===== config.mk =====
export PLATFORM = sky130hd
export DESIGN_NAME = encoder_count_speed_estimator
export DESIGN_NICKNAME = d
export VERILOG_FILES = /design/src/ecse_pkg.sv /design/src/encoder_count_speed_estimator.sv /design/src/ecse_fifo.sv /design/src/ecse_front.sv /design/src/ecse_back.sv
export SDC_FILE = /design/constraint.sdc
export NUM_CORES = 2
export LEC_CHECK = 0
export ABC_AREA = 1
export BUFFER_PORTS_ARGS = -buffer_cell sky130_fd_sc_hd__buf_4
export CORE_UTILIZATION = 48
export DETAILED_ROUTE_END_ITERATION = 10
export GPL_TIMING_DRIVEN = 0
export MAX_ROUTING_LAYER = met4
export PLACE_DENSITY_LB_ADDON = 0.25
export SYNTH_ARGS = -nofsm -noshare
export SYNTH_HDL_FRONTEND = slang
export SYNTH_SLANG_ARGS = --single-unit

===== constraint.sdc =====
create_clock -name clock -period 21.3 [get_ports clock]
set_clock_uncertainty 0.15 [all_clocks]
set_input_delay 1.065 -clock clock [delete_from_list [all_inputs] [get_ports clock]]
set_output_delay 1.065 -clock clock [all_outputs]
set_load 0.01 [all_outputs]

===== src/ecse_pkg.sv =====
// ecse_pkg: shared types and constants for the encoder count speed estimator
// used by every module of the block; no dependencies

package ecse_pkg;

   // event kinds as they arrive on the request channel
   localparam logic [1:0] KIND_UP    = 2'd0;
   localparam logic [1:0] KIND_DOWN  = 2'd1;
   localparam logic [1:0] KIND_CLEAR = 2'd2;
   localparam logic [1:0] KIND_READ  = 2'd3;

   // speed arithmetic constants
   localparam logic [31:0] SPEED_SCALE = 32'd1000000;
   localparam logic [3:0]  DECAY_TOP   = 4'd11;
   localparam logic [31:0] DECAY_DIV   = 32'd10;
   localparam logic [3:0]  STALE_MAX   = 4'd10;
   localparam logic [31:0] SPEED_SAT   = 32'hFFFF_FFFF;

   // iterative divider: one quotient bit a cycle
   localparam int DIV_STEPS = 32;
   localparam int STEP_W    = $clog2(DIV_STEPS);

   // command queue between front and back
   localparam int FIFO_DEPTH = 4;
   localparam int FIFO_AW    = $clog2(FIFO_DEPTH);

   // register file
   localparam int          CSR_AW      = 3;
   localparam logic        CSR_DPC_IDX = 1'b0;
   localparam logic [31:0] DPC_RESET   = 32'h0001_0000;

   typedef struct packed {
      logic [1:0]  kind;
      logic [31:0] time_us;
   } req_item_type;

   typedef struct packed {
      logic signed [31:0] count;
      logic [31:0]        speed;
   } rsp_item_type;

   // classified command as queued for the back end
   typedef struct packed {
      logic [1:0]  op;
      logic        stamped;
      logic [31:0] stamp;
   } cmd_type;

endpackage


===== src/encoder_count_speed_estimator.sv =====
// encoder_count_speed_estimator: top level, register port and front/back wiring
// depends on ecse_pkg, ecse_front, ecse_fifo, ecse_back
//
//   channel   | ports                         | transfer when
//   ----------+-------------------------------+------------------------------------
//   request   | req_push, req_full, req_item  | req_push && !req_full
//   response  | rsp_empty, rsp_pop, rsp_item  | rsp_pop && !rsp_empty
//   register  | csr_psel .. csr_pready        | psel && penable && pwrite && pready
//
// count up, count down and clear are done in the back end's idle state; a fresh
// speed read runs through operand setup, one 32x32 product, two 32x20 scale
// products, an add, an overflow check, 32 divider steps and a result load; a
// decaying read skips the scale products and the add, a fully decayed read goes
// from setup straight to the result load. reset is synchronous and clears the
// control state; dpc resets to 1.0. the front keeps taking requests into a
// 4-deep queue while the back end works or waits on a full response register.

module encoder_count_speed_estimator (
   input  logic                          clock,
   input  logic                          reset,
   input  logic                          req_push,
   output logic                          req_full,
   input  ecse_pkg::req_item_type        req_item,
   output logic                          rsp_empty,
   input  logic                          rsp_pop,
   output ecse_pkg::rsp_item_type        rsp_item,
   input  logic                          csr_psel,
   input  logic                          csr_penable,
   input  logic                          csr_pwrite,
   input  logic [ecse_pkg::CSR_AW-1:0]   csr_paddr,
   input  logic [31:0]                   csr_pwdata,
   output logic [31:0]                   csr_prdata,
   output logic                          csr_pready
);

   logic [31:0]       dpc_ff, dpc_in;
   logic              csr_wr;
   logic              fifo_wr, fifo_full, fifo_rd, fifo_empty;
   ecse_pkg::cmd_type fifo_wdata, fifo_rdata;

   // distance per count register
   assign csr_pready = 1'b1;
   assign csr_wr     = csr_psel && csr_penable && csr_pwrite && csr_pready
                       && (csr_paddr[2] == ecse_pkg::CSR_DPC_IDX);
   assign dpc_in     = csr_wr ? csr_pwdata : dpc_ff;
   assign csr_prdata = (csr_paddr[2] == ecse_pkg::CSR_DPC_IDX) ? dpc_ff : 32'd0;

   always_ff @(posedge clock) begin
      if (reset) begin
         dpc_ff <= ecse_pkg::DPC_RESET;
      end else begin
         dpc_ff <= dpc_in;
      end
   end

   // front end
   ecse_front u_front (
      .clock     (clock),
      .reset     (reset),
      .req_push  (req_push),
      .req_full  (req_full),
      .req_item  (req_item),
      .fifo_full (fifo_full),
      .fifo_wr   (fifo_wr),
      .fifo_data (fifo_wdata)
   );

   // command queue
   ecse_fifo u_fifo (
      .clock   (clock),
      .reset   (reset),
      .wr_en   (fifo_wr),
      .wr_data (fifo_wdata),
      .full    (fifo_full),
      .rd_en   (fifo_rd),
      .rd_data (fifo_rdata),
      .empty   (fifo_empty)
   );

   // back end
   ecse_back u_back (
      .clock     (clock),
      .reset     (reset),
      .dpc       (dpc_ff),
      .cmd_valid (!fifo_empty),
      .cmd       (fifo_rdata),
      .cmd_pop   (fifo_rd),
      .rsp_empty (rsp_empty),
      .rsp_pop   (rsp_pop),
      .rsp_item  (rsp_item)
   );

endmodule


===== src/ecse_fifo.sv =====
// ecse_fifo: small first-word fall-through command queue
// depends on ecse_pkg for the command type and depth

module ecse_fifo (
   input  logic             clock,
   input  logic             reset,
   input  logic             wr_en,
   input  ecse_pkg::cmd_type wr_data,
   output logic             full,
   input  logic             rd_en,
   output ecse_pkg::cmd_type rd_data,
   output logic             empty
);

   ecse_pkg::cmd_type              slot_ff [ecse_pkg::FIFO_DEPTH];
   logic [ecse_pkg::FIFO_AW-1:0]   wptr_ff, wptr_in;
   logic [ecse_pkg::FIFO_AW-1:0]   rptr_ff, rptr_in;
   logic [ecse_pkg::FIFO_AW:0]     fill_ff, fill_in;
   logic                           do_wr, do_rd;

   assign full    = (fill_ff == (ecse_pkg::FIFO_AW+1)'(ecse_pkg::FIFO_DEPTH));
   assign empty   = (fill_ff == '0);
   assign do_wr   = wr_en && !full;
   assign do_rd   = rd_en && !empty;
   assign rd_data = slot_ff[rptr_ff];

   // pointer and fill bookkeeping
   always_comb begin
      wptr_in = do_wr ? wptr_ff + 1'b1 : wptr_ff;
      rptr_in = do_rd ? rptr_ff + 1'b1 : rptr_ff;
      fill_in = fill_ff;
      if (do_wr && !do_rd) begin
         fill_in = fill_ff + 1'b1;
      end else if (do_rd && !do_wr) begin
         fill_in = fill_ff - 1'b1;
      end
   end

   always_ff @(posedge clock) begin
      if (reset) begin
         wptr_ff <= '0;
         rptr_ff <= '0;
         fill_ff <= '0;
      end else begin
         wptr_ff <= wptr_in;
         rptr_ff <= rptr_in;
         fill_ff <= fill_in;
      end
   end

   // storage
   always_ff @(posedge clock) begin
      if (do_wr) begin
         slot_ff[wptr_ff] <= wr_data;
      end
   end

endmodule


===== src/ecse_front.sv =====
// ecse_front: accepts request transfers, classifies them into commands
// depends on ecse_pkg; feeds ecse_fifo

module ecse_front (
   input  logic                   clock,
   input  logic                   reset,
   input  logic                   req_push,
   output logic                   req_full,
   input  ecse_pkg::req_item_type req_item,
   input  logic                   fifo_full,
   output logic                   fifo_wr,
   output ecse_pkg::cmd_type      fifo_data
);

   logic              stage_valid_ff, stage_valid_in;
   ecse_pkg::cmd_type stage_ff, stage_in;
   ecse_pkg::cmd_type decoded;
   logic              take, drain;

   // classify: only count events carry a time stamp
   always_comb begin
      decoded.op = req_item.kind;
      unique case (req_item.kind)
         ecse_pkg::KIND_UP, ecse_pkg::KIND_DOWN: begin
            decoded.stamped = 1'b1;
            decoded.stamp   = req_item.time_us;
         end
         ecse_pkg::KIND_CLEAR, ecse_pkg::KIND_READ: begin
            decoded.stamped = 1'b0;
            decoded.stamp   = '0;
         end
         default: begin
            decoded.stamped = 1'b0;
            decoded.stamp   = '0;
         end
      endcase
   end

   // single holding stage in front of the queue
   assign drain     = stage_valid_ff && !fifo_full;
   assign req_full  = stage_valid_ff && fifo_full;
   assign take      = req_push && !req_full;
   assign fifo_wr   = drain;
   assign fifo_data = stage_ff;

   always_comb begin
      stage_valid_in = take || (stage_valid_ff && !drain);
      stage_in       = take ? decoded : stage_ff;
   end

   always_ff @(posedge clock) begin
      if (reset) begin
         stage_valid_ff <= 1'b0;
      end else begin
         stage_valid_ff <= stage_valid_in;
      end
   end

   always_ff @(posedge clock) begin
      stage_ff <= stage_in;
   end

endmodule


===== src/ecse_back.sv =====
// ecse_back: executes queued commands; count state, speed estimate and decay
// depends on ecse_pkg; shared 32x32 multiplier and bit-serial divider

module ecse_back (
   input  logic                   clock,
   input  logic                   reset,
   input  logic [31:0]            dpc,
   input  logic                   cmd_valid,
   input  ecse_pkg::cmd_type      cmd,
   output logic                   cmd_pop,
   output logic                   rsp_empty,
   input  logic                   rsp_pop,
   output ecse_pkg::rsp_item_type rsp_item
);

   localparam logic [2:0] ST_IDLE = 3'd0;
   localparam logic [2:0] ST_PROD = 3'd1;
   localparam logic [2:0] ST_MLO  = 3'd2;
   localparam logic [2:0] ST_MHI  = 3'd3;
   localparam logic [2:0] ST_SUM  = 3'd4;
   localparam logic [2:0] ST_CHK  = 3'd5;
   localparam logic [2:0] ST_DIV  = 3'd6;
   localparam logic [2:0] ST_PUT  = 3'd7;

   localparam int STEP_LOCAL = ecse_pkg::STEP_W;

   logic [2:0]  state_ff, state_in;
   logic [31:0] pos_ff, pos_in;
   logic [31:0] cae_ff, cae_in;
   logic [31:0] last_ff, last_in;
   logic [31:0] tae_ff, tae_in;
   logic [31:0] held_ff, held_in;
   logic [3:0]  stale_ff, stale_in;
   logic        fresh_ff, fresh_in;
   logic [31:0] opa_ff, opa_in;
   logic [31:0] opb_ff, opb_in;
   logic [31:0] div_ff, div_in;
   logic [63:0] p_ff, p_in;
   logic [51:0] pl_ff, pl_in;
   logic [51:0] nh_ff, nh_in;
   logic [31:0] nl_ff, nl_in;
   logic [31:0] rem_ff, rem_in;
   logic [STEP_LOCAL-1:0] step_ff, step_in;
   logic [31:0] res_ff, res_in;
   logic        out_valid_ff, out_valid_in;
   ecse_pkg::rsp_item_type out_ff, out_in;

   logic [31:0] delta, mag;
   logic [31:0] mul_a, mul_b;
   logic [63:0] mul_out;
   logic [32:0] trial;
   logic [33:0] diff;
   logic        ge;
   logic        out_free;

   // shared multiplier operand select
   always_comb begin
      unique case (state_ff)
         ST_MLO: begin
            mul_a = p_ff[31:0];
            mul_b = ecse_pkg::SPEED_SCALE;
         end
         ST_MHI: begin
            mul_a = p_ff[63:32];
            mul_b = ecse_pkg::SPEED_SCALE;
         end
         ST_IDLE, ST_PROD, ST_SUM, ST_CHK, ST_DIV, ST_PUT: begin
            mul_a = opa_ff;
            mul_b = opb_ff;
         end
         default: begin
            mul_a = opa_ff;
            mul_b = opb_ff;
         end
      endcase
   end

   assign mul_out = {32'b0, mul_a} * {32'b0, mul_b};

   // count change magnitude since the last estimate
   assign delta = pos_ff - cae_ff;
   assign mag   = delta[31] ? (32'd0 - delta) : delta;

   // one restoring division step
   assign trial = {rem_ff, nl_ff[31]};
   assign diff  = {1'b0, trial} - {2'b0, div_ff};
   assign ge    = !diff[33];

   assign out_free  = !out_valid_ff || rsp_pop;
   assign rsp_empty = !out_valid_ff;
   assign rsp_item  = out_ff;

   // sequencer
   always_comb begin
      state_in     = state_ff;
      pos_in       = pos_ff;
      cae_in       = cae_ff;
      last_in      = last_ff;
      tae_in       = tae_ff;
      held_in      = held_ff;
      stale_in     = stale_ff;
      fresh_in     = fresh_ff;
      opa_in       = opa_ff;
      opb_in       = opb_ff;
      div_in       = div_ff;
      p_in         = p_ff;
      pl_in        = pl_ff;
      nh_in        = nh_ff;
      nl_in        = nl_ff;
      rem_in       = rem_ff;
      step_in      = step_ff;
      res_in       = res_ff;
      out_in       = out_ff;
      out_valid_in = out_valid_ff && !rsp_pop;
      cmd_pop      = 1'b0;

      unique case (state_ff)
         ST_IDLE: begin
            if (cmd_valid) begin
               cmd_pop = 1'b1;
               case (cmd.op)
                  ecse_pkg::KIND_UP: begin
                     pos_in  = pos_ff + 32'd1;
                     last_in = cmd.stamp;
                  end
                  ecse_pkg::KIND_DOWN: begin
                     pos_in  = pos_ff - 32'd1;
                     last_in = cmd.stamp;
                  end
                  ecse_pkg::KIND_CLEAR: begin
                     pos_in = '0;
                  end
                  default: begin
                     if (last_ff != tae_ff) begin
                        // fresh estimate
                        opa_in   = mag;
                        opb_in   = dpc;
                        div_in   = last_ff - tae_ff;
                        cae_in   = pos_ff;
                        tae_in   = last_ff;
                        stale_in = 4'd1;
                        fresh_in = 1'b1;
                        state_in = ST_PROD;
                     end else if (stale_ff > ecse_pkg::STALE_MAX) begin
                        // fully decayed
                        res_in   = '0;
                        fresh_in = 1'b0;
                        state_in = ST_PUT;
                     end else begin
                        // linear decay of the held speed
                        opa_in   = held_ff;
                        opb_in   = {28'b0, ecse_pkg::DECAY_TOP - stale_ff};
                        div_in   = ecse_pkg::DECAY_DIV;
                        stale_in = stale_ff + 4'd1;
                        fresh_in = 1'b0;
                        state_in = ST_PROD;
                     end
                  end
               endcase
            end
         end
         ST_PROD: begin
            p_in = mul_out;
            if (fresh_ff) begin
               state_in = ST_MLO;
            end else begin
               nh_in    = {20'b0, mul_out[63:32]};
               nl_in    = mul_out[31:0];
               state_in = ST_CHK;
            end
         end
         ST_MLO: begin
            pl_in    = mul_out[51:0];
            state_in = ST_MHI;
         end
         ST_MHI: begin
            nh_in    = mul_out[51:0];
            state_in = ST_SUM;
         end
         ST_SUM: begin
            nh_in    = nh_ff + {32'b0, pl_ff[51:32]};
            nl_in    = pl_ff[31:0];
            state_in = ST_CHK;
         end
         ST_CHK: begin
            // quotient fits 32 bits only if the upper part is below the divisor
            if (nh_ff >= {20'b0, div_ff}) begin
               res_in   = ecse_pkg::SPEED_SAT;
               state_in = ST_PUT;
            end else begin
               rem_in   = nh_ff[31:0];
               step_in  = '0;
               state_in = ST_DIV;
            end
         end
         ST_DIV: begin
            rem_in  = ge ? diff[31:0] : trial[31:0];
            nl_in   = {nl_ff[30:0], ge};
            step_in = step_ff + 1'b1;
            if (step_ff == STEP_LOCAL'(ecse_pkg::DIV_STEPS - 1)) begin
               res_in   = {nl_ff[30:0], ge};
               state_in = ST_PUT;
            end
         end
         ST_PUT: begin
            if (out_free) begin
               out_in.count = pos_ff;
               out_in.speed = res_ff;
               out_valid_in = 1'b1;
               if (fresh_ff) begin
                  held_in = res_ff;
               end
               state_in = ST_IDLE;
            end
         end
         default: begin
            state_in = ST_IDLE;
         end
      endcase
   end

   always_ff @(posedge clock) begin
      if (reset) begin
         state_ff     <= ST_IDLE;
         pos_ff       <= '0;
         cae_ff       <= '0;
         last_ff      <= '0;
         tae_ff       <= '0;
         held_ff      <= '0;
         stale_ff     <= 4'd1;
         fresh_ff     <= 1'b0;
         out_valid_ff <= 1'b0;
      end else begin
         state_ff     <= state_in;
         pos_ff       <= pos_in;
         cae_ff       <= cae_in;
         last_ff      <= last_in;
         tae_ff       <= tae_in;
         held_ff      <= held_in;
         stale_ff     <= stale_in;
         fresh_ff     <= fresh_in;
         out_valid_ff <= out_valid_in;
      end
   end

   // datapath registers
   always_ff @(posedge clock) begin
      opa_ff  <= opa_in;
      opb_ff  <= opb_in;
      div_ff  <= div_in;
      p_ff    <= p_in;
      pl_ff   <= pl_in;
      nh_ff   <= nh_in;
      nl_ff   <= nl_in;
      rem_ff  <= rem_in;
      step_ff <= step_in;
      res_ff  <= res_in;
      out_ff  <= out_in;
   end

endmodule


==> impl_metrics.py <==
metrics = {
    "clock_network": {
        "cts_num_sinks": 810,
        "clkTransAtPathRegs_ns": 0.07,
        "numCtsBuffers": 89,
        "clk_latency_ns": 0.76,
        "cts_max_path_buffers": 3,
        "htree_levels": 3,
        "cts_hold_buf": 0,
        "cts_setup_buffers": 0,
        "ctsRootBufferMaster": "clkbuf_16",
        "cts-resized-gates": 0,
        "cts_tree": "yes",
    },
    "worst_setup_path": {
        "path_common_cell": "fa_1",
        "startpoint_type": "register",
        "critPathMaxFanout": 17,
        "cp-end-kind": "register",
        "required_ns": 21.68,
        "reg2reg_from": "u_back.state_ff[0]",
        "slowest_delay_ns": 1.00,
        "crit_arrival_ns": 13.10,
        "r2r_cells": 32,
        "timing.rr.end": "u_back.nh_ff[31]",
        "crit_slowest_cell": "o21ai_1",
        "r2r_slack_ns": 8.58,
        "critPathKind": "register to register",
    },
    "logic_synthesis": {
        "synthArstFlopShare_pct": 0,
        "synth_warnings": 0,
        "mappedNetlistArea_um2": 75370,
        "avgSynthCellArea_um2": 8.370,
        "netlist_instances": 9005,
        "synthFlopType": "edfxtp_1",
        "seq_area_frac_synth_pct": 29.47,
        "synth-seq-cells": 810,
        "synth.distinct_cells": 60,
        "syn-num-nets": 10434,
        "synth_edf_count": 599,
    },
    "sta": {
        "drv_slew": 9,
        "worstMarginPinSlew_ns": 1.611,
        "fin_crit_ns": 12.72,
        "slew_headroom_pct": -7.807,
        "fmax_mhz": 78.61,
        "setup_violations": 0,
        "finalCritPeriodShare_pct": 59.72,
        "tns_ns": 0,
        "rsz0062_at_grt": "false",
        "hold_viol_final": 0,
    },
    "final_layout": {
        "synthToLayoutAreaGrowth_pct": 9.879,
        "num-nets-final": 10710,
        "layout-drive-gt1-share_pct": 5.877,
        "nFillCells": 14827,
    },
    "floorplan": {
        "die_w_um": 398.3,
        "ios": 175,
        "rows": 145,
        "dieArea_um2": 158600,
        "start_util_pct": 48.31,
        "core_area_um2": 156000,
        "die_height_um": 398.3,
    },
    "route": {
        "wirelength_um": 290800,
        "drt_iter0_drc": 6629,
        "drc_errors": 0,
        "vias_per_cell": 5.608,
        "routed-via-count": 64036,
        "drtPass1Iterations": 6,
        "final_antenna_net_count": 0,
        "post_drt_wl_per_cell_um": 25.47,
    },
    "hold_path": {
        "hold_path_class": "register to register",
        "min_from": "u_front.fifo_data[4]",
        "hold-path-endpoint": "u_fifo.slot_ff[0][4]",
        "min_path_cells": 0,
    },
    "global_route": {
        "grt_overflow": 0,
        "grtUsageTotal_pct": 37.79,
        "antenna_found_initial": 7,
        "grt_max_degree": 74,
        "grt_pass1_wl_um": 419400,
        "first_global_vias": 62581,
    },
    "flow_run": {
        "maxCapViolations": 2,
    },
    "place": {
        "port_buffers": 169,
        "dp_hpwl_um": 242600,
        "gp_congestion": 1.074,
    },
    "run_status": {
        "status": "finished with violations",
        "violations": "max-capacitance violations, max-slew violations",
    },
}
## critical path, delay by kind of cell, from the launching register on
kind	cells	cell delay (ns)
compound gates	3	1.76
xor+xnor	1	1.00
fa+ha+maj	9	4.57
buf+inv	10	2.00
flops	1	0.42
simple gates	9	2.63
## cell usage in the layout (no fill, tap or decap), types with 27 or more instances in the layout
cell type  count
nand2_1     1783
inv_1       1729
nor2_1      1080
fa_1         902
edfxtp_1     599
o21ai_0      515
a21oi_1      492
ha_1         451
nand3_1      290
dfxtp_1      211
clkbuf_1     187
buf_4        174
buf_2        114
clkbuf_16     91
a31oi_1       66
xor2_1        65
nand4_1       54
nor3_1        51
o211ai_1      41
xnor2_1       34
inv_2         28
a21o_1        27
## flip-flops by register name, summed over array words and instances (netlist names), 34 cells and up, named ones only
name               flops
u_front.fifo_data     34
u_back.p_ff           64
u_fifo.slot_ff       136
u_back.rsp_item       64
u_back.nh_ff          52
u_back.pl_ff          52
## final cells by class
cell class,count,area [um2],share of cell area [%]
well taps,2058,2575,3.109
diodes,3,7.507,0.009065
flip-flops and latches,810,22210,26.82
multi-input cells,6118,45280,54.67
clock inverters,59,808.3,0.9760
repair buffers,185,1573,1.899
plain buffers,308,1318,1.591
clock buffers,109,2405,2.904
inverters,1769,6640,8.018
## per-stage QoR
step	std cells	utilization, %	setup WS (ns)	hold WS, ns	cell area (um2)
final	11419	53.08	8.579	0.2993	82820
after global placement	11232	50.77	8.270	0.2946	79210
after floorplan	9005	-	12.50	0.2708	75370
after CTS	11415	53.06	9.080	0.3005	82790
after detailed placement	11247	51.00	9.173	0.3018	79580
after global routing	11417	53.08	8.877	0.3255	82810
## cell families (layout without fill, tap and decap cells)
family	count (synthesis)	after routing	share of synthesized area (%)
and+or+nand+nor	3375	3375	17.97
DFF	810	810	29.47
other	1	4	0.004975
AOI/OAI and AO/OA	1290	1290	9.411
xor gates and xnor gates	99	99	1.150
buffers and inverters	2077	2430	10.55
adders and majority gates	1353	1353	31.45
## how the worst max path moves through the flow
stage	cells after the start	to	slack, ns	start
2_1_floorplan	37	u_back.p_ff[59]	12.50	u_back.state_ff[0]
3_5_place_dp	33	u_back.nh_ff[31]	9.17	u_back.state_ff[2]
5_1_grt	35	u_back.nh_ff[36]	8.88	u_back.state_ff[2]
6_report	32	u_back.nh_ff[31]	8.58	u_back.state_ff[0]
4_1_cts	33	u_back.nh_ff[31]	9.08	u_back.state_ff[2]
3_3_place_gp	31	u_back.nh_ff[31]	8.27	u_back.state_ff[0]
## synthesized netlist by cell type (28+ instances only)
library cell	instances	area, um2
inv_2	28	105.1
inv_1	1729	6490
buf_2	114	570.6
clkbuf_1	176	660.6
fa_1	902	18060
a21oi_1	492	2462
edfxtp_1	599	17990
a31oi_1	66	412.9
o21ai_0	515	2577
nand3_1	290	1451
ha_1	451	5643
nor2_1	1089	4088
nand2_1	1786	6704
nand4_1	54	337.8
nor3_1	51	255.2
o211ai_1	41	307.8
dfxtp_1	211	4224
xnor2_1	34	297.8
xor2_1	65	569.3
## per-layer routing
| layer | track usage, % | routed length [um] | vias to the layer above |
|---|---|---|---|
| met1 | 47.44 | 113700 | 31521 |
| met5 | - | 0 | - |
| met3 | 6.631 | 26200 | 729 |
| met2 | 57.39 | 130300 | 2969 |
| li1 | - | - | 28817 |
| met4 | 22.09 | 20640 | 0 |
Power is not shown: default switching activity piles up to over one toggle a cycle in this logic, so the estimate is an artifact.
